==> config.mk <==
export PLATFORM = sky130hd
export DESIGN_NAME = log_event_crc32_checker_core
export DESIGN_NICKNAME = d
export VERILOG_FILES = /design/src/rtl/lecc_pkg.sv /design/src/rtl/lecc_queue.sv /design/src/rtl/lecc_front.sv /design/src/rtl/lecc_back.sv /design/src/rtl/log_event_crc32_checker_core.sv
export VERILOG_INCLUDE_DIRS = /design/src /design/src/rtl
export SDC_FILE = /design/constraint.sdc
export NUM_CORES = 1
export LEC_CHECK = 0
export BUFFER_PORTS_ARGS = -buffer_cell sky130_fd_sc_hd__buf_2
export CORE_ASPECT_RATIO = 0.8
export CORE_UTILIZATION = 55
export CTS_CLUSTER_SIZE = 25
export DETAILED_ROUTE_END_ITERATION = 16
export PLACE_DENSITY = 0.82
export SLEW_MARGIN = 20
export SYNTH_ARGS = -nofsm -noshare
export SYNTH_HDL_FRONTEND = slang
export SYNTH_SLANG_ARGS = --single-unit
==> constraint.sdc <==
create_clock -name clk -period 5.9 [get_ports clk]
set_input_delay 0.885 -clock clk [delete_from_list [all_inputs] [get_ports clk]]
set_output_delay 0.885 -clock clk [all_outputs]
set_load 0.01 [all_outputs]
==> src/rtl/log_event_crc32_checker_core_defines.svh <==
// ----------------------------------------------------------------------------
// Log event CRC-32 checker assertion macros
// Shared assertion forms for clocked checks on clk with active-low rst_n.
// ----------------------------------------------------------------------------
`ifndef LOG_EVENT_CRC32_CHECKER_CORE_DEFINES_SVH
`define LOG_EVENT_CRC32_CHECKER_CORE_DEFINES_SVH

// same-cycle implication
`define LECC_ASSERT_IMPL(label, ante, cons, msg) \
  label: assert property (@(posedge clk) disable iff (!rst_n) (ante) |-> (cons)) \
    else $error(msg);

// next-cycle implication
`define LECC_ASSERT_NEXT(label, ante, cons, msg) \
  label: assert property (@(posedge clk) disable iff (!rst_n) (ante) |=> (cons)) \
    else $error(msg);

`endif

==> src/rtl/lecc_pkg.sv <==
// ----------------------------------------------------------------------------
// Log event CRC-32 checker package
// Shared types, register indexes, constants and the byte-wise CRC update.
// ----------------------------------------------------------------------------
package lecc_pkg;

  localparam int LECC_QDEPTH = 4;

  localparam int CFG_IDX_W = 3;
  localparam int CFG_DATA_W = 8;
  localparam logic [CFG_IDX_W-1:0] CFG_IDX_CHECK_EN  = 3'd0;
  localparam logic [CFG_IDX_W-1:0] CFG_IDX_TYPE_OFF  = 3'd1;
  localparam logic [CFG_IDX_W-1:0] CFG_IDX_FLAGS_OFF = 3'd2;
  localparam logic [CFG_IDX_W-1:0] CFG_IDX_FMT_CODE  = 3'd3;
  localparam logic [CFG_IDX_W-1:0] CFG_IDX_USE_MASK  = 3'd4;

  localparam logic       RST_CHECK_EN  = 1'b1;
  localparam logic [7:0] RST_TYPE_OFF  = 8'd4;
  localparam logic [7:0] RST_FLAGS_OFF = 8'd17;
  localparam logic [7:0] RST_FMT_CODE  = 8'd15;
  localparam logic [7:0] RST_USE_MASK  = 8'd1;

  localparam logic [7:0]  POS_MAX       = 8'hFF;
  localparam logic [7:0]  TRAILER_BYTES = 8'd4;
  localparam logic [31:0] CRC_INIT      = 32'hFFFF_FFFF;
  localparam logic [31:0] CRC_POLY      = 32'hEDB8_8320;

  localparam int IN_TDATA_W  = 8;
  localparam int OUT_TDATA_W = 72;

  typedef struct packed {
    logic       check_en;
    logic [7:0] type_off;
    logic [7:0] flags_off;
    logic [7:0] fmt_code;
    logic [7:0] use_mask;
  } lecc_cfg_t;

  typedef struct packed {
    logic        feed;
    logic [7:0]  crc_byte;
    logic        last;
    logic        too_short;
    logic        check_en;
    logic [31:0] received;
  } lecc_entry_t;

  typedef struct packed {
    logic full;
    logic empty;
  } lecc_qstat_t;

  function automatic logic [31:0] lecc_crc_byte(input logic [31:0] crc, input logic [7:0] b);
    logic [31:0] c;
    c = crc ^ {24'd0, b};
    for (int i = 0; i < 8; i++) begin
      c = c[0] ? ((c >> 1) ^ CRC_POLY) : (c >> 1);
    end
    return c;
  endfunction

endpackage

==> src/rtl/lecc_queue.sv <==
// ----------------------------------------------------------------------------
// Log event CRC-32 checker item queue
// Small register FIFO between the classifying front and the CRC back end.
// ----------------------------------------------------------------------------
module lecc_queue
  import lecc_pkg::*;
#(
  parameter int DEPTH = LECC_QDEPTH
) (
  input  logic        clk,
  input  logic        rst_n,
  input  logic        wr_en,
  input  lecc_entry_t wr_entry,
  input  logic        rd_en,
  output lecc_entry_t rd_entry,
  output lecc_qstat_t qstat
);

  localparam int PTR_W = (DEPTH > 1) ? $clog2(DEPTH) : 1;
  localparam int CNT_W = $clog2(DEPTH + 1);
  localparam logic [PTR_W-1:0] PTR_LAST = PTR_W'(DEPTH - 1);
  localparam logic [CNT_W-1:0] CNT_FULL = CNT_W'(DEPTH);

  lecc_entry_t      mem_r [DEPTH];
  logic [PTR_W-1:0] wr_ptr_r, wr_ptr_nxt;
  logic [PTR_W-1:0] rd_ptr_r, rd_ptr_nxt;
  logic [CNT_W-1:0] cnt_r, cnt_nxt;

  always_comb begin
    wr_ptr_nxt = wr_ptr_r;
    rd_ptr_nxt = rd_ptr_r;
    cnt_nxt    = cnt_r;
    if (wr_en) begin
      wr_ptr_nxt = (wr_ptr_r == PTR_LAST) ? '0 : wr_ptr_r + 1'b1;
    end
    if (rd_en) begin
      rd_ptr_nxt = (rd_ptr_r == PTR_LAST) ? '0 : rd_ptr_r + 1'b1;
    end
    if (wr_en && !rd_en) begin
      cnt_nxt = cnt_r + 1'b1;
    end else if (rd_en && !wr_en) begin
      cnt_nxt = cnt_r - 1'b1;
    end
  end

  always_ff @(posedge clk) begin
    if (!rst_n) begin
      wr_ptr_r <= '0;
      rd_ptr_r <= '0;
      cnt_r    <= '0;
    end else begin
      wr_ptr_r <= wr_ptr_nxt;
      rd_ptr_r <= rd_ptr_nxt;
      cnt_r    <= cnt_nxt;
    end
  end

  always_ff @(posedge clk) begin
    if (wr_en) begin
      mem_r[wr_ptr_r] <= wr_entry;
    end
  end

  assign rd_entry    = mem_r[rd_ptr_r];
  assign qstat.full  = (cnt_r == CNT_FULL);
  assign qstat.empty = (cnt_r == '0);

endmodule

==> src/rtl/lecc_front.sv <==
// ----------------------------------------------------------------------------
// Log event CRC-32 checker front end
// Tracks byte position, format-event detection and the trailer delay line;
// turns each input item into one queue entry for the CRC back end.
// ----------------------------------------------------------------------------
module lecc_front
  import lecc_pkg::*;
(
  input  logic                  clk,
  input  logic                  rst_n,
  input  lecc_cfg_t             cfg,
  input  logic                  in_tvalid,
  output logic                  in_tready,
  input  logic [IN_TDATA_W-1:0] in_tdata,
  input  logic                  in_tlast,
  input  lecc_qstat_t           qstat,
  output logic                  push,
  output lecc_entry_t           entry
);

  logic [7:0] pos_r, pos_nxt;
  logic       fmt_r, fmt_nxt;
  logic [7:0] dly_r [4];
  logic       type_hit;
  logic       flags_hit;
  logic       fmt_now;
  logic       pos_live;
  logic       short_ev;

  assign in_tready = !qstat.full;
  assign push      = in_tvalid && in_tready;

  always_comb begin
    pos_live  = (pos_r != POS_MAX);
    type_hit  = pos_live && (pos_r == cfg.type_off);
    fmt_now   = type_hit ? (in_tdata == cfg.fmt_code) : fmt_r;
    flags_hit = pos_live && (pos_r >= TRAILER_BYTES)
                && ((pos_r - TRAILER_BYTES) == cfg.flags_off);
    pos_nxt   = pos_live ? pos_r + 8'd1 : POS_MAX;
    short_ev  = (pos_nxt < TRAILER_BYTES);

    entry.feed      = (pos_r >= TRAILER_BYTES);
    entry.crc_byte  = (flags_hit && fmt_now) ? (dly_r[0] & ~cfg.use_mask) : dly_r[0];
    entry.last      = in_tlast;
    entry.too_short = short_ev;
    entry.check_en  = cfg.check_en;
    entry.received  = short_ev ? 32'd0 : {in_tdata, dly_r[3], dly_r[2], dly_r[1]};

    fmt_nxt = fmt_now;
    if (in_tlast) begin
      pos_nxt = '0;
      fmt_nxt = 1'b0;
    end
  end

  always_ff @(posedge clk) begin
    if (!rst_n) begin
      pos_r <= '0;
      fmt_r <= 1'b0;
    end else if (push) begin
      pos_r <= pos_nxt;
      fmt_r <= fmt_nxt;
    end
  end

  always_ff @(posedge clk) begin
    if (push) begin
      dly_r[0] <= dly_r[1];
      dly_r[1] <= dly_r[2];
      dly_r[2] <= dly_r[3];
      dly_r[3] <= in_tdata;
    end
  end

endmodule

==> src/rtl/lecc_back.sv <==
// ----------------------------------------------------------------------------
// Log event CRC-32 checker back end
// Folds queued bytes into the running CRC and registers one result per event.
// ----------------------------------------------------------------------------
module lecc_back
  import lecc_pkg::*;
(
  input  logic                   clk,
  input  logic                   rst_n,
  input  lecc_qstat_t            qstat,
  input  lecc_entry_t            entry,
  output logic                   pop,
  output logic                   out_tvalid,
  input  logic                   out_tready,
  output logic [OUT_TDATA_W-1:0] out_tdata
);

  logic [31:0] crc_r, crc_nxt;
  logic        out_valid_r, out_valid_nxt;
  logic        failed_r;
  logic        short_r;
  logic [31:0] computed_r;
  logic [31:0] received_r;
  logic [31:0] crc_upd;
  logic [31:0] computed;
  logic        slot_free;

  always_comb begin
    slot_free = !out_valid_r || out_tready;
    pop       = !qstat.empty && (!entry.last || slot_free);
    crc_upd   = entry.feed ? lecc_crc_byte(crc_r, entry.crc_byte) : crc_r;
    computed  = entry.too_short ? 32'd0 : ~crc_upd;

    crc_nxt = crc_r;
    if (pop) begin
      crc_nxt = entry.last ? CRC_INIT : crc_upd;
    end

    out_valid_nxt = out_valid_r;
    if (out_tready) begin
      out_valid_nxt = 1'b0;
    end
    if (pop && entry.last) begin
      out_valid_nxt = 1'b1;
    end
  end

  always_ff @(posedge clk) begin
    if (!rst_n) begin
      crc_r       <= CRC_INIT;
      out_valid_r <= 1'b0;
    end else begin
      crc_r       <= crc_nxt;
      out_valid_r <= out_valid_nxt;
    end
  end

  always_ff @(posedge clk) begin
    if (pop && entry.last) begin
      failed_r   <= entry.check_en && (entry.too_short || (computed != entry.received));
      short_r    <= entry.too_short;
      computed_r <= computed;
      received_r <= entry.received;
    end
  end

  assign out_tvalid = out_valid_r;
  assign out_tdata  = {6'd0, received_r, computed_r, short_r, failed_r};

endmodule

==> src/rtl/log_event_crc32_checker_core.sv <==
// ----------------------------------------------------------------------------
// Log event CRC-32 checker core
// Result path: the last byte of an event is written to the queue, popped by the back
//   end and captured in the output register, when the output side is not stalled.
// Throughput: 1 byte per cycle via the byte-wise CRC update, barring back-pressure.
// Reset: synchronous active-low rst_n clears the queue, event state and output
//   valid, loads the CRC start value and the register defaults.
// ----------------------------------------------------------------------------
`include "log_event_crc32_checker_core_defines.svh"

module log_event_crc32_checker_core
  import lecc_pkg::*;
#(
  parameter int QUEUE_DEPTH = LECC_QDEPTH
) (
  input  logic                   clk,
  input  logic                   rst_n,
  input  logic                   cfg_we,
  input  logic [CFG_IDX_W-1:0]   cfg_index,
  input  logic [CFG_DATA_W-1:0]  cfg_wdata,
  input  logic                   in_tvalid,
  output logic                   in_tready,
  input  logic [IN_TDATA_W-1:0]  in_tdata,   // [7:0] event_byte
  input  logic                   in_tlast,   // event_last
  output logic                   out_tvalid,
  input  logic                   out_tready,
  output logic [OUT_TDATA_W-1:0] out_tdata   // [0] check_failed, [1] too_short,
                                             // [33:2] computed_crc,
                                             // [65:34] received_crc, [71:66] zero
);

  lecc_cfg_t   cfg_r;
  lecc_qstat_t qstat;
  lecc_entry_t wr_entry;
  lecc_entry_t rd_entry;
  logic        push;
  logic        pop;

  always_ff @(posedge clk) begin
    if (!rst_n) begin
      cfg_r.check_en  <= RST_CHECK_EN;
      cfg_r.type_off  <= RST_TYPE_OFF;
      cfg_r.flags_off <= RST_FLAGS_OFF;
      cfg_r.fmt_code  <= RST_FMT_CODE;
      cfg_r.use_mask  <= RST_USE_MASK;
    end else if (cfg_we) begin
      case (cfg_index)
        CFG_IDX_CHECK_EN:  cfg_r.check_en  <= cfg_wdata[0];
        CFG_IDX_TYPE_OFF:  cfg_r.type_off  <= cfg_wdata;
        CFG_IDX_FLAGS_OFF: cfg_r.flags_off <= cfg_wdata;
        CFG_IDX_FMT_CODE:  cfg_r.fmt_code  <= cfg_wdata;
        CFG_IDX_USE_MASK:  cfg_r.use_mask  <= cfg_wdata;
        default: begin
        end
      endcase
    end
  end

  lecc_front u_front (
    .clk       (clk),
    .rst_n     (rst_n),
    .cfg       (cfg_r),
    .in_tvalid (in_tvalid),
    .in_tready (in_tready),
    .in_tdata  (in_tdata),
    .in_tlast  (in_tlast),
    .qstat     (qstat),
    .push      (push),
    .entry     (wr_entry)
  );

  lecc_queue #(
    .DEPTH (QUEUE_DEPTH)
  ) u_queue (
    .clk      (clk),
    .rst_n    (rst_n),
    .wr_en    (push),
    .wr_entry (wr_entry),
    .rd_en    (pop),
    .rd_entry (rd_entry),
    .qstat    (qstat)
  );

  lecc_back u_back (
    .clk        (clk),
    .rst_n      (rst_n),
    .qstat      (qstat),
    .entry      (rd_entry),
    .pop        (pop),
    .out_tvalid (out_tvalid),
    .out_tready (out_tready),
    .out_tdata  (out_tdata)
  );

  `LECC_ASSERT_IMPL(a_full_blocks_input, qstat.full, !in_tready, "input taken while queue full")
  `LECC_ASSERT_IMPL(a_short_zero_crc, out_tvalid && out_tdata[1], out_tdata[65:2] == 64'd0, "short event with nonzero CRC fields")
  `LECC_ASSERT_NEXT(a_empty_no_new_result, qstat.empty && !out_tvalid, !out_tvalid, "result without a queued item")

endmodule
Yosys cells after proc, flatten, opt, wreduce, memory -nomap -nowiden
Memories as Yosys holds them, arrays and structs flattened. A register that Yosys moved wholly into a read port is not among the register bits.
Index checks and enable logic that the tools add are counted.
Cells by class
  add/subtract/negate cells: 6
  magnitude comparators: 2
  equal/unequal tests: 12
  muxes and demuxes: 27
  bitwise operators: 12
  reduce and logical (&&, ||, !) cells: 28
Operators by type and width (number)
  two-way mux 32 bit: 12
  inverter 13 -> 14 bit: 8
  inequality test 32 bit: 1
  inverter 32 bit: 1
  XOR 32 x 8 -> 32 bit: 1
  == test 8 bit: 3
  two-way mux 8 bit: 3
  logical AND 1 bit: 10
  AND reduction 2 bit: 5
  adder 8 x 1 -> 8 bit, second input constant: 1
  bitwise AND 8 bit: 1
  >= comparator 8 x 3 -> 1 bit, second input constant: 1
  less-than comparator 8 x 3 -> 1 bit, second input constant: 1
  two-way mux 2 bit: 4
  inequality test 8 bit, second input constant: 1
  inverter 8 bit: 1
  subtractor 8 x 3 -> 8 bit, second input constant: 1
  == test 3 x 2 -> 1 bit, second input constant: 2
  == test 3 bit, second input constant: 2
  logical NOT 1 bit: 6
  logical NOT 3 bit: 2
  two-way mux 1 bit: 6
  two-way mux 3 bit: 2
  adder 2 x 1 -> 2 bit, second input constant: 2
  other kinds (6): 10
Storage, ports and cells
  register bits: 148
  memory bits (writable): 208
  bits of input ports: 25
  word-level logic and storage cells: 105
  memories kept: 2
Memory list
  u_queue.mem_r: depth 4, width 44, rd ports 1, clocked after memory_dff 1, write ports 1, line lecc_queue.sv:24  | lecc_entry_t mem_r [DEPTH];
  u_front.dly_r: depth 4, width 8, rd ports 4, clocked after memory_dff 0, write ports 4, line lecc_front.sv:23  | logic [7:0] dly_r [4];

Logic depth before layout (Yosys ltp)
Gate-level depths: netlist of the first run.
  word-level depth: 23
  depth in mapped cells: 14
  gate-level depth less buffers: 10

By module
A second synthesis of the first run with hierarchy kept.
Second synthesis, totals
  cells, all modules: 1075
  area, all modules: 15940.3 sq um
Modules (own cells, without submodules)
  lecc_queue: times used 1, cells an instance 274, area each 6865.3 sq um
  lecc_back: times used 1, cells an instance 452, area each 5403.9 sq um
  lecc_front: times used 1, cells an instance 223, area each 2356.0 sq um
  log_event_crc32_checker_core: times used 1, cells an instance 126, area each 1315.0 sq um

Worst setup path after synthesis of the first run
No wires, ideal clock.
  path kind: reg-to-reg
  start: register (tool-made name)
  end: register u_back.computed_r[0] (enable)
  library setup time: 0.420 ns
  arrival time: 3.280 ns
  setup slack: 2.200 ns
  cell stages (with the launch flop): 8
  path through: dfxtp_1 -> buf_6 -> buf_2 -> buf_2 -> mux4_2 -> a31oi_1 -> nand2_1 -> inv_1
RTL lines
  end signal, assigned: line lecc_back.sv:62  | computed_r <= computed;
  end, declared: line lecc_back.sv:22  | logic [31:0] computed_r;

==> results of run 1 <==
==> sequential cells by signal (all words and copies together) (netlist names), named ones only <==
signal and count:
cfg_r 33, u_back.computed_r 32, u_front.fmt_r 1, u_back.out_tvalid 1, u_back.short_r 1, u_back.crc_r 32
u_back.received_r 32, u_queue.wr_ptr_r 2, u_queue.cnt_r 3, u_queue.mem_r 176, u_front.dly_r 32, u_front.pos_r 8
u_queue.rd_ptr_r 2, u_back.failed_r 1
==> layout by cell type (no fill, tap or decap), types with 10 or more instances in the layout <==
master / instances
a211oi_1: 11
a21boi_0: 35
a21oi_1: 34
and2_1: 36
buf_2: 92
buf_4: 17
clkbuf_16: 35
dfxtp_1: 82
edfxtp_1: 274
ha_1: 11
inv_1: 16
mux4_2: 43
nand2_1: 130
nand3_1: 19
nor2_1: 40
nor2b_1: 11
nor3_1: 10
o211ai_1: 26
o21ai_0: 18
xnor2_1: 61
xor2_1: 40
==> kinds of logic (layout without fill, tap and decap cells) <==
logic type,count (synthesis),in the layout,synth area share
XOR/XNOR,130,130,0.0967
multiplexers,57,57,0.0730
AO/OA/AOI/OAI,161,161,0.0718
adder cells (fa/ha/maj),12,12,0.0102
buffers and inverters,81,188,0.0226
AND/OR/NAND/NOR,281,281,0.0849
other,1,6,0.000242
flip-flops,358,358,0.641
==> cell type report <==
type	instances	area, um2	share of cell area
flip-flops and latches	358	9910	0.569
clock inverters	22	263	0.0151
well taps	364	455	0.0261
multi-input cells	647	5240	0.300
inverters	17	63.8	0.00366
repair buffers	109	588	0.0337
clock buffers	40	915	0.0525
==> per-stage QoR <==
step                setup WS [ns]  hold slack [ns]  cells  utilization
floorplan                    2.20            0.417   1086            -
global placement             1.51            0.421   1495        0.593
detailed placement           1.54            0.430   1495        0.593
CTS                          1.52            0.445   1557        0.636
global route                 1.32            0.455   1557        0.636
finish                       1.53            0.443   1557        0.636
==> power groups by stage <==
stage	Sequential [W]	Combinational [W]	Clock, W
after floorplan	0.00360	0.00376	0
after global placement	0.00359	0.00497	0
after detailed placement	0.00360	0.00506	0
after CTS	0.00356	0.00509	0.00232
after global routing	0.00360	0.00546	0.00242
final	0.00355	0.00513	0.00230
==> per-layer routing <==
layer,vias to the layer above,routed length (um)
met5,-,10
met2,410,16400
met4,2,854
met3,71,3060
li1,4157,-
met1,4633,14500
==> worst max-delay path: stages, from the launching register on <==
cell and delay, ns:
dfxtp_2 0.62, buf_4 0.48, mux4_2 0.59, xnor2_2 0.44, xnor3_1 0.34, xnor2_1 0.19
a22o_1 0.23, a211o_1 0.23, or4_1 0.53, nor4_2 0.30, a31oi_1 0.13
==> worst max path at each step <==
stage	slack [ns]	startpoint	end
finish	1.53	flop	u_back.failed_r
global route	1.32	flop	u_back.failed_r
CTS	1.52	flop	u_back.failed_r
detailed placement	1.54	flop	u_back.failed_r
global placement	1.51	flop	u_back.failed_r
floorplan	2.20	flop	u_back.computed_r[0]
==> impl_metrics.env, run 1 <==
export IMPL_crit_fanout=21
export IMPL_status="finished, final reports clean"
export IMPL_place_gp_congestion=0.937
export IMPL_synth_top_cells_by_area="edfxtp_1 53%, dfxtp_1 11%, mux4_2 6.3%"
export IMPL_dieArea_um2=28800
export IMPL_slew_headroom=0.294
export IMPL_synthArstFlopShare=0
export IMPL_antenna_cells=0
export IMPL_leakagePower_nw=6.43
export IMPL_swShare=0.377
export IMPL_worstHoldStart="u_front.dly_r[2][4]"
export IMPL_fin_crit_ns=4.37
export IMPL_hold_buffers=0
export IMPL_ys_seq_area_frac=0.641
export IMPL_met3_usage=0.0527
export IMPL_cts_buffers=35
export IMPL_vias_per_cell=5.96
export IMPL_power_switching_w=0.00414
export IMPL_worstReg2RegEnd="u_back.failed_r"
export IMPL_grt_antenna_before_repair=1
export IMPL_ant_nets=0
export IMPL_post_cts_setup_buffers=0
export IMPL_grt_max_degree=52
export IMPL_hold_class="reg2reg"
export IMPL_power_per_cell_area_nw_per_um2=630
export IMPL_clk_pin_slew_ns=0.07
export IMPL_pin_count=99
export IMPL_combinationalPowerShare=0.467
export IMPL_cp_arrival_ns=4.65
export IMPL_setup_tns_ns=0
export IMPL_hold_path_depth=0
export IMPL_post_dp_cell_area_um2=16300
export IMPL_synth_edf_count=274
export IMPL_worst_slew_pin_slew_ns=1.06
export IMPL_yosys_register_bits=358
export IMPL_synth_top_area_frac=0.532
export IMPL_power_total_w=0.0110
export IMPL_grt_use_met2=0.384
export IMPL_holdPathEnd="u_front.dly_r[1][4]"
export IMPL_hpwlAfterDp_um=23300
export IMPL_cts_htree_levels=2
export IMPL_path_class="reg2reg"
export IMPL_avgSynthCellArea_um2=14.3
export IMPL_syn2layout_area_growth_pct=12.7
export IMPL_routed_wl_um=34700
export IMPL_drt_initial_drc_count=1207
export IMPL_grt_setup_unrepaired="false"
export IMPL_detailroute_via_count=9273
export IMPL_critical_path_endpoint_type="flop"
export IMPL_cts_root_buf="clkbuf_16"
export IMPL_initial_core_util=0.564
export IMPL_yosysWarnings=0
export IMPL_synth_top_area_cell="edfxtp_1"
export IMPL_fillers=1982
export IMPL_fin_area_um2=17400
export IMPL_fp_dieW_um=189
export IMPL_met1_usage=0.354
export IMPL_io_buffers=92
export IMPL_seq_power_share=0.323
export IMPL_vdd_drop_max_mv=0.445
export IMPL_drive_gt1_frac=0.199
export IMPL_clockBufferDepth=3
export IMPL_synth_top_flop_cell="edfxtp_1"
export IMPL_post_cts_resized=0
export IMPL_grt_pass1_wl_um=53700
export IMPL_grt_most_used_layer="met2"
export IMPL_finalClockSkew_ns=0.0265
export IMPL_synth_cell_types=59
export IMPL_fin_crit_sh=0.741
export IMPL_post_route_drc_count=0
export IMPL_grt_pass1_vias=9076
export IMPL_clk_latency_ns=0.53
export IMPL_clock_sinks=358
export IMPL_grt_ovfl_total=0
export IMPL_setup_viol=0
export IMPL_regToRegSetupSlack_ns=1.53
export IMPL_rows=54
export IMPL_grt_usage=0.247
export IMPL_fmax_ghz=0.229
export IMPL_synthTopCellsByCount="274 x edfxtp_1, 130 x nand2_1, 84 x dfxtp_1"
export IMPL_synth_area_um2=15500
export IMPL_p_int_w=0.00685
export IMPL_maxCapViolations=0
export IMPL_first_pass_iters=5
export IMPL_yosysMostFrequentCell="edfxtp_1"
export IMPL_clkPwrFrac=0.209
export IMPL_reg2reg_depth=10
export IMPL_cts_tree="yes"
export IMPL_fp_coreArea_um2=27400
export IMPL_wl_per_cell_um=22.3
export IMPL_final_hold_viol_count=0
export IMPL_syn_inst=1081
export IMPL_fp_dieH_um=152
export IMPL_required_ns=6.17
export IMPL_critPathLaunchType="flop"
export IMPL_slew_violations=0
export IMPL_nets=1205
(Power assumes the default switching activity.)
==> run 2: changes to the inputs <==
- ABC_AREA: unset -> 1
- PLACE_DENSITY: 0.82 -> 0.85
- clock period: 5.9 -> 3.8 ns (I/O delays scaled with it)
==> run 2 against run 1 <==
Effect of this change:
- flip-flop and latch count stayed put
- critical path depth is 10 higher
- clock skew is 0.0087 ns lower
- fmax is 28% higher
- clock power is 48% higher
- wire length is 19% higher
- synthesized area is 5.4% higher
- non-clock buffer count is 16 higher
- synthesized cell count is 58% higher
- largest power group unchanged
==> impl_metrics.env, run 2 <==
export IMPL_status="finished, final reports clean"
export IMPL_dieArea_um2=30300
export IMPL_pin_count=99
export IMPL_ant_nets=0
export IMPL_fmax_ghz=0.292
export IMPL_final_cell_mix="550 x nand2_1, 274 x edfxtp_1, 170 x inv_1, 136 x nand3_1, 101 x nor2_1"
export IMPL_detailroute_via_count=12700
export IMPL_reg_largest_list="u_queue.mem_r (176), cfg_r (33)"
export IMPL_crit_chain="buf_4 -> nand2_1 -> nand3_2 -> nand3_1 -> nand2_1 -> nand2_1 -> nand2_2 -> nand2_1 -> nand3_1 -> nand3_1 -> nand2_1 -> nand2_1 -> inv_1 -> nand2_1 -> nor2_1 -> nand2_1 -> nor2_1 -> nand3_1 -> nor2_1 -> nor2_1"
export IMPL_io_buffers=92
export IMPL_hpwlAfterDp_um=28300
export IMPL_drt_initial_drc_count=1545
export IMPL_crit_fanout=26
export IMPL_largest_register_ffs=176
export IMPL_setup_viol=0
export IMPL_place_gp_congestion=0.980
export IMPL_yosysMostFrequentCell="nand2_1"
export IMPL_hold_buffers=0
export IMPL_nets=1851
export IMPL_cp_num_buf_inv=2
export IMPL_power_per_cell_area_nw_per_um2=910
export IMPL_grt_pass1_vias=12100
export IMPL_cts_htree_levels=2
export IMPL_slew_headroom=0.385
export IMPL_p_int_w=0.00934
export IMPL_synth_top_area_cell="edfxtp_1"
export IMPL_yosysWarnings=0
export IMPL_finalClockSkew_ns=0.0178
export IMPL_cts_tree="yes"
export IMPL_crit_top_cell="nand2_1"
export IMPL_syn2layout_area_growth_pct=12.1
export IMPL_first_pass_iters=6
export IMPL_worst_slew_pin_slew_ns=0.922
export IMPL_crit_family="simple AND/OR/NAND/NOR gates"
export IMPL_critical_path_endpoint_type="flop"
export IMPL_setup_tns_ns=0
export IMPL_avgSynthCellArea_um2=9.52
export IMPL_fin_crit_sh=0.902
export IMPL_vias_per_cell=5.75
export IMPL_rows=55
export IMPL_grt_setup_unrepaired="false"
export IMPL_cts_root_buf="clkbuf_16"
export IMPL_fp_coreArea_um2=28700
export IMPL_ys_seq_area_frac=0.608
export IMPL_final_common_cell="nand2_1"
export IMPL_critPathLaunchType="flop"
export IMPL_seq_power_share=0.336
export IMPL_synth_top_cells_by_area="edfxtp_1 50%, nand2_1 13%, dfxtp_1 10%"
export IMPL_initial_core_util=0.568
export IMPL_routed_wl_um=41200
export IMPL_fp_dieW_um=194
export IMPL_fp_dieH_um=156
export IMPL_clk_latency_ns=0.53
export IMPL_multiInputGateArea_um2=5420
export IMPL_synthArstFlopShare=0
export IMPL_antenna_cells=0
export IMPL_clockBufferDepth=3
export IMPL_synth_top_flop_cell="edfxtp_1"
export IMPL_clock_sinks=358
export IMPL_post_cts_setup_buffers=0
export IMPL_cts_buffers=35
export IMPL_clk_pin_slew_ns=0.06
export IMPL_clkPwrFrac=0.205
export IMPL_fin_util=0.637
export IMPL_leakagePower_nw=8.19
export IMPL_power_switching_w=0.00729
export IMPL_maxCapViolations=0
export IMPL_synthTopCellsByCount="550 x nand2_1, 274 x edfxtp_1, 171 x inv_1"
export IMPL_combinationalPowerShare=0.460
export IMPL_synth_cell_types=46
export IMPL_wl_per_cell_um=18.7
export IMPL_synth_edf_count=274
export IMPL_vdd_drop_max_mv=0.537
export IMPL_final_hold_viol_count=0
export IMPL_largest_register="u_queue.mem_r"
export IMPL_required_ns=4.09
export IMPL_grt_usage=0.275
export IMPL_cp_arrival_ns=3.71
export IMPL_fin_crit_ns=3.43
export IMPL_seqCellArea_um2=9910
export IMPL_crit_path_max_incr_delay_ns=0.57
export IMPL_fillers=2205
export IMPL_swShare=0.439
export IMPL_slowest_stage="dfxtp_2"
export IMPL_path_class="reg2reg"
export IMPL_grt_ovfl_total=0
export IMPL_grt_max_degree=50
export IMPL_yosys_register_bits=358
export IMPL_drive_gt1_frac=0.126
export IMPL_grt_antenna_before_repair=0
export IMPL_post_route_drc_count=0
export IMPL_hold_class="in2reg"
export IMPL_synth_top_area_frac=0.505
export IMPL_post_cts_resized=0
export IMPL_synth_area_um2=16300
export IMPL_syn_inst=1712
export IMPL_slew_violations=0
export IMPL_grt_pass1_wl_um=64500
==> run 2: layer usage <==
| metal | vias to the layer above | wire length, um | track usage |
|---|---|---|---|
| met5 | - | 0 | 0 |
| met3 | 95 | 4350 | 0.0480 |
| li1 | 5941 | - | - |
| met4 | 0 | 1020 | 0.0884 |
| met1 | 5972 | 16900 | 0.378 |
| met2 | 678 | 18900 | 0.445 |
==> run 2: cell type report <==
class,instances,area share
clock inverter,15,0.00904
multi-input combinational,1116,0.297
tap,370,0.0253
timing repair buffer,125,0.0388
sequential,358,0.542
inverter,178,0.0368
clock buffer,45,0.0511
==> run 2: kinds of logic after synthesis <==
| group | Yosys count | share of synthesized area |
|---|---|---|
| xor gates and xnor gates | 34 | 0.0183 |
| other | 1 | 0.000230 |
| adders and majority gates | 12 | 0.00967 |
| and+or+nand+nor | 878 | 0.230 |
| DFF | 358 | 0.608 |
| AOI/OAI and AO/OA | 186 | 0.0713 |
| buffers and inverters | 243 | 0.0628 |
==> run 2: worst paths after layout <==
kind | start | to | slack, ns | depth (start not counted)
max | flop | u_back.failed_r | 0.37 | 20
max reg2reg | flop | u_back.failed_r | 0.37 | 20
min reg2reg | u_front.dly_r[2][7] | u_front.dly_r[1][7] | 0.45 | 0
min | in_tdata[0] | u_front.dly_r[3][0] | 0.26 | 1
==> run 2: metrics by stage <==
| step | hold slack, ns | total power, W | instance area (um2) | worst slack (ns) | instances |
|---|---|---|---|---|---|
| after global routing | 0.246 | 0.0176 | 18300 | 0.0660 | 2207 |
| after CTS | 0.239 | 0.0165 | 18300 | 0.425 | 2207 |
| after global placement | 0.429 | 0.0129 | 17200 | 0.536 | 2147 |
| after floorplan | 0.427 | 0.0107 | 16300 | 0.514 | 1717 |
| final | 0.259 | 0.0166 | 18300 | 0.371 | 2207 |
| after detailed placement | 0.437 | 0.0131 | 17200 | 0.439 | 2147 |
==> run 2: power by group through the flow <==
stage	Combinational, W	Sequential, W	Clock (W)
after floorplan	0.00497	0.00578	0
after detailed placement	0.00744	0.00565	0
final	0.00765	0.00558	0.00340
after CTS	0.00751	0.00558	0.00343
after global placement	0.00729	0.00562	0
after global routing	0.00838	0.00564	0.00358
==> run 3: changes to the inputs <==
- ABC_AREA: 1 -> unset
==> run 3 against run 2 <==
Effect of this change:
- first-iteration DRC count decreased by 36%
- clock skew up 0.019 ns
- core utilization up 0.19 points
- highest routed layer is now met5
- fmax decreased by 5.6%
- via count down 27%
==> impl_metrics.env, run 3 (same netlist as run 1, synthesis figures left out) <==
export IMPL_grt_pass1_vias=9219
export IMPL_clk_pin_slew_ns=0.06
export IMPL_syn2layout_area_growth_pct=13.3
export IMPL_clockBufferDepth=3
export IMPL_nets=1232
export IMPL_grt_usage=0.259
export IMPL_first_pass_iters=7
export IMPL_dieArea_um2=28800
export IMPL_fp_dieW_um=189
export IMPL_critical_path_endpoint_type="flop"
export IMPL_detailroute_via_count=9295
export IMPL_hold_buffers=0
export IMPL_final_cell_mix="274 x edfxtp_1, 130 x nand2_1, 92 x buf_2, 82 x dfxtp_1, 61 x xnor2_1"
export IMPL_reg_largest_list="u_queue.mem_r (176), cfg_r (33)"
export IMPL_worstHoldStart="in_tdata[5]"
export IMPL_post_route_drc_count=0
export IMPL_fp_dieH_um=152
export IMPL_clock_sinks=358
export IMPL_vdd_drop_max_mv=0.735
export IMPL_required_ns=4.06
export IMPL_path_class="reg2reg"
export IMPL_rows=54
export IMPL_cts_buffers=34
export IMPL_fin_crit_ns=3.63
export IMPL_crit_fanout=12
export IMPL_slew_headroom=0.411
export IMPL_antenna_cells=0
export IMPL_slew_violations=0
export IMPL_holdPathEnd="u_front.dly_r[3][5]"
export IMPL_ant_nets=0
export IMPL_grt_max_degree=67
export IMPL_io_buffers=92
export IMPL_reg2reg_depth=9
export IMPL_cts_root_buf="clkbuf_16"
export IMPL_hold_ws_ns=0.249
export IMPL_vias_per_cell=5.87
export IMPL_pin_count=99
export IMPL_grt_antenna_before_repair=0
export IMPL_finalClockSkew_ns=0.0370
export IMPL_hold_path_depth=1
export IMPL_grt_pass1_wl_um=55500
export IMPL_wl_per_cell_um=23.0
export IMPL_cts_tree="yes"
export IMPL_hpwlAfterDp_um=24900
export IMPL_routed_wl_um=36500
export IMPL_final_common_cell="edfxtp_1"
export IMPL_grt_setup_unrepaired="false"
export IMPL_setup_tns_ns=0
export IMPL_initial_core_util=0.564
export IMPL_leakagePower_nw=6.49
export IMPL_critPathLaunchType="flop"
export IMPL_largest_register="u_queue.mem_r"
export IMPL_regToRegSetupSlack_ns=0.17
export IMPL_grt_ovfl_total=0
export IMPL_power_per_cell_area_nw_per_um2=992
export IMPL_drt_initial_drc_count=990
export IMPL_clk_latency_ns=0.54
export IMPL_fin_crit_sh=0.956
export IMPL_setup_viol=0
export IMPL_largest_register_ffs=176
export IMPL_drive_gt1_frac=0.207
export IMPL_cp_arrival_ns=3.89
export IMPL_place_gp_congestion=0.994
export IMPL_cts_htree_levels=2
export IMPL_worstReg2RegEnd="u_back.failed_r"
export IMPL_worst_slew_pin_slew_ns=0.883
export IMPL_maxCapViolations=0
export IMPL_fp_coreArea_um2=27400
export IMPL_status="finished, final reports clean"
export IMPL_hold_class="in2reg"
export IMPL_final_hold_viol_count=0
export IMPL_fmax_ghz=0.275
==> run 3: cell types whose count changed in the layout (fill, tap and decap cells not counted), sizes merged, moves of 24 or more <==
cell,previous run,this run
nand2,578,130
inv,179,20
nand3,147,19
xnor2,5,74
nor2,106,40
mux4,0,44
and2,0,37
o21ai,55,18
a21boi,0,35
a21oi,65,34
a32oi,24,0
==> run 3: final cells by class <==
| class | count | area (um2) |
|---|---|---|
| Inverter | 17 | 63.8 |
| Multi-Input combinational cell | 647 | 5250 |
| Fill cell | 1952 | 9910 |
| Timing Repair Buffer | 137 | 815 |
| Tap cell | 364 | 455 |
| Clock inverter | 18 | 139 |
| Clock buffer | 43 | 885 |
| Sequential cell | 358 | 9920 |
==> run 3: how the worst max path moves through the flow <==
stage / to / slack, ns / depth (start not counted)
after floorplan: u_back.computed_r[0] / 0.10 / 7
after global placement: u_back.failed_r / 0.06 / 9
after detailed placement: u_back.failed_r / 0.04 / 9
after CTS: u_back.failed_r / 0.03 / 9
after global routing: u_back.failed_r / 0.002 / 9
final: u_back.failed_r / 0.17 / 9
==> run 3: critical path, cell delays in order, from the launching register on <==
cell     delay [ns]
dfxtp_4        0.45
mux4_1         0.62
xnor2_2        0.32
xnor2_2        0.21
xnor3_1        0.38
a22o_1         0.21
a211o_1        0.23
or4_1          0.52
nor4_2         0.31
a31oi_1        0.12
==> run 3: report_power, final <==
group | switching (W) | internal, W
combinational | 0.00482 | 0.00386
sequential | 0.000422 | 0.00508
clock | 0.00146 | 0.00174
total | 0.00670 | 0.0107
==> run 3: what timing repair did <==
item                       4_1_cts  5_1_grt
setup endpoints to repair        0        1
buffers inserted                 0        5
gates resized for setup          0        4
==> run 3: routing by layer <==
metal	up-vias	GRT usage	part of all wire
li1	4202	-	-
met1	4593	0.354	0.41
met2	419	0.400	0.47
met3	79	0.0774	0.096
met4	2	0.0768	0.027
met5	-	0.0151	0.0017
==> run 3: metrics by stage <==
step | cell area, um2 | std cells | util | setup slack, ns | total power [W]
global route | 17500 | 1584 | 0.639 | 0.00190 | 0.0181
global placement | 16400 | 1518 | 0.599 | 0.0638 | 0.0139
CTS | 17500 | 1579 | 0.637 | 0.0312 | 0.0172
floorplan | 15500 | 1086 | - | 0.100 | 0.0114
finish | 17500 | 1584 | 0.639 | 0.167 | 0.0174
detailed placement | 16400 | 1518 | 0.599 | 0.0413 | 0.0140
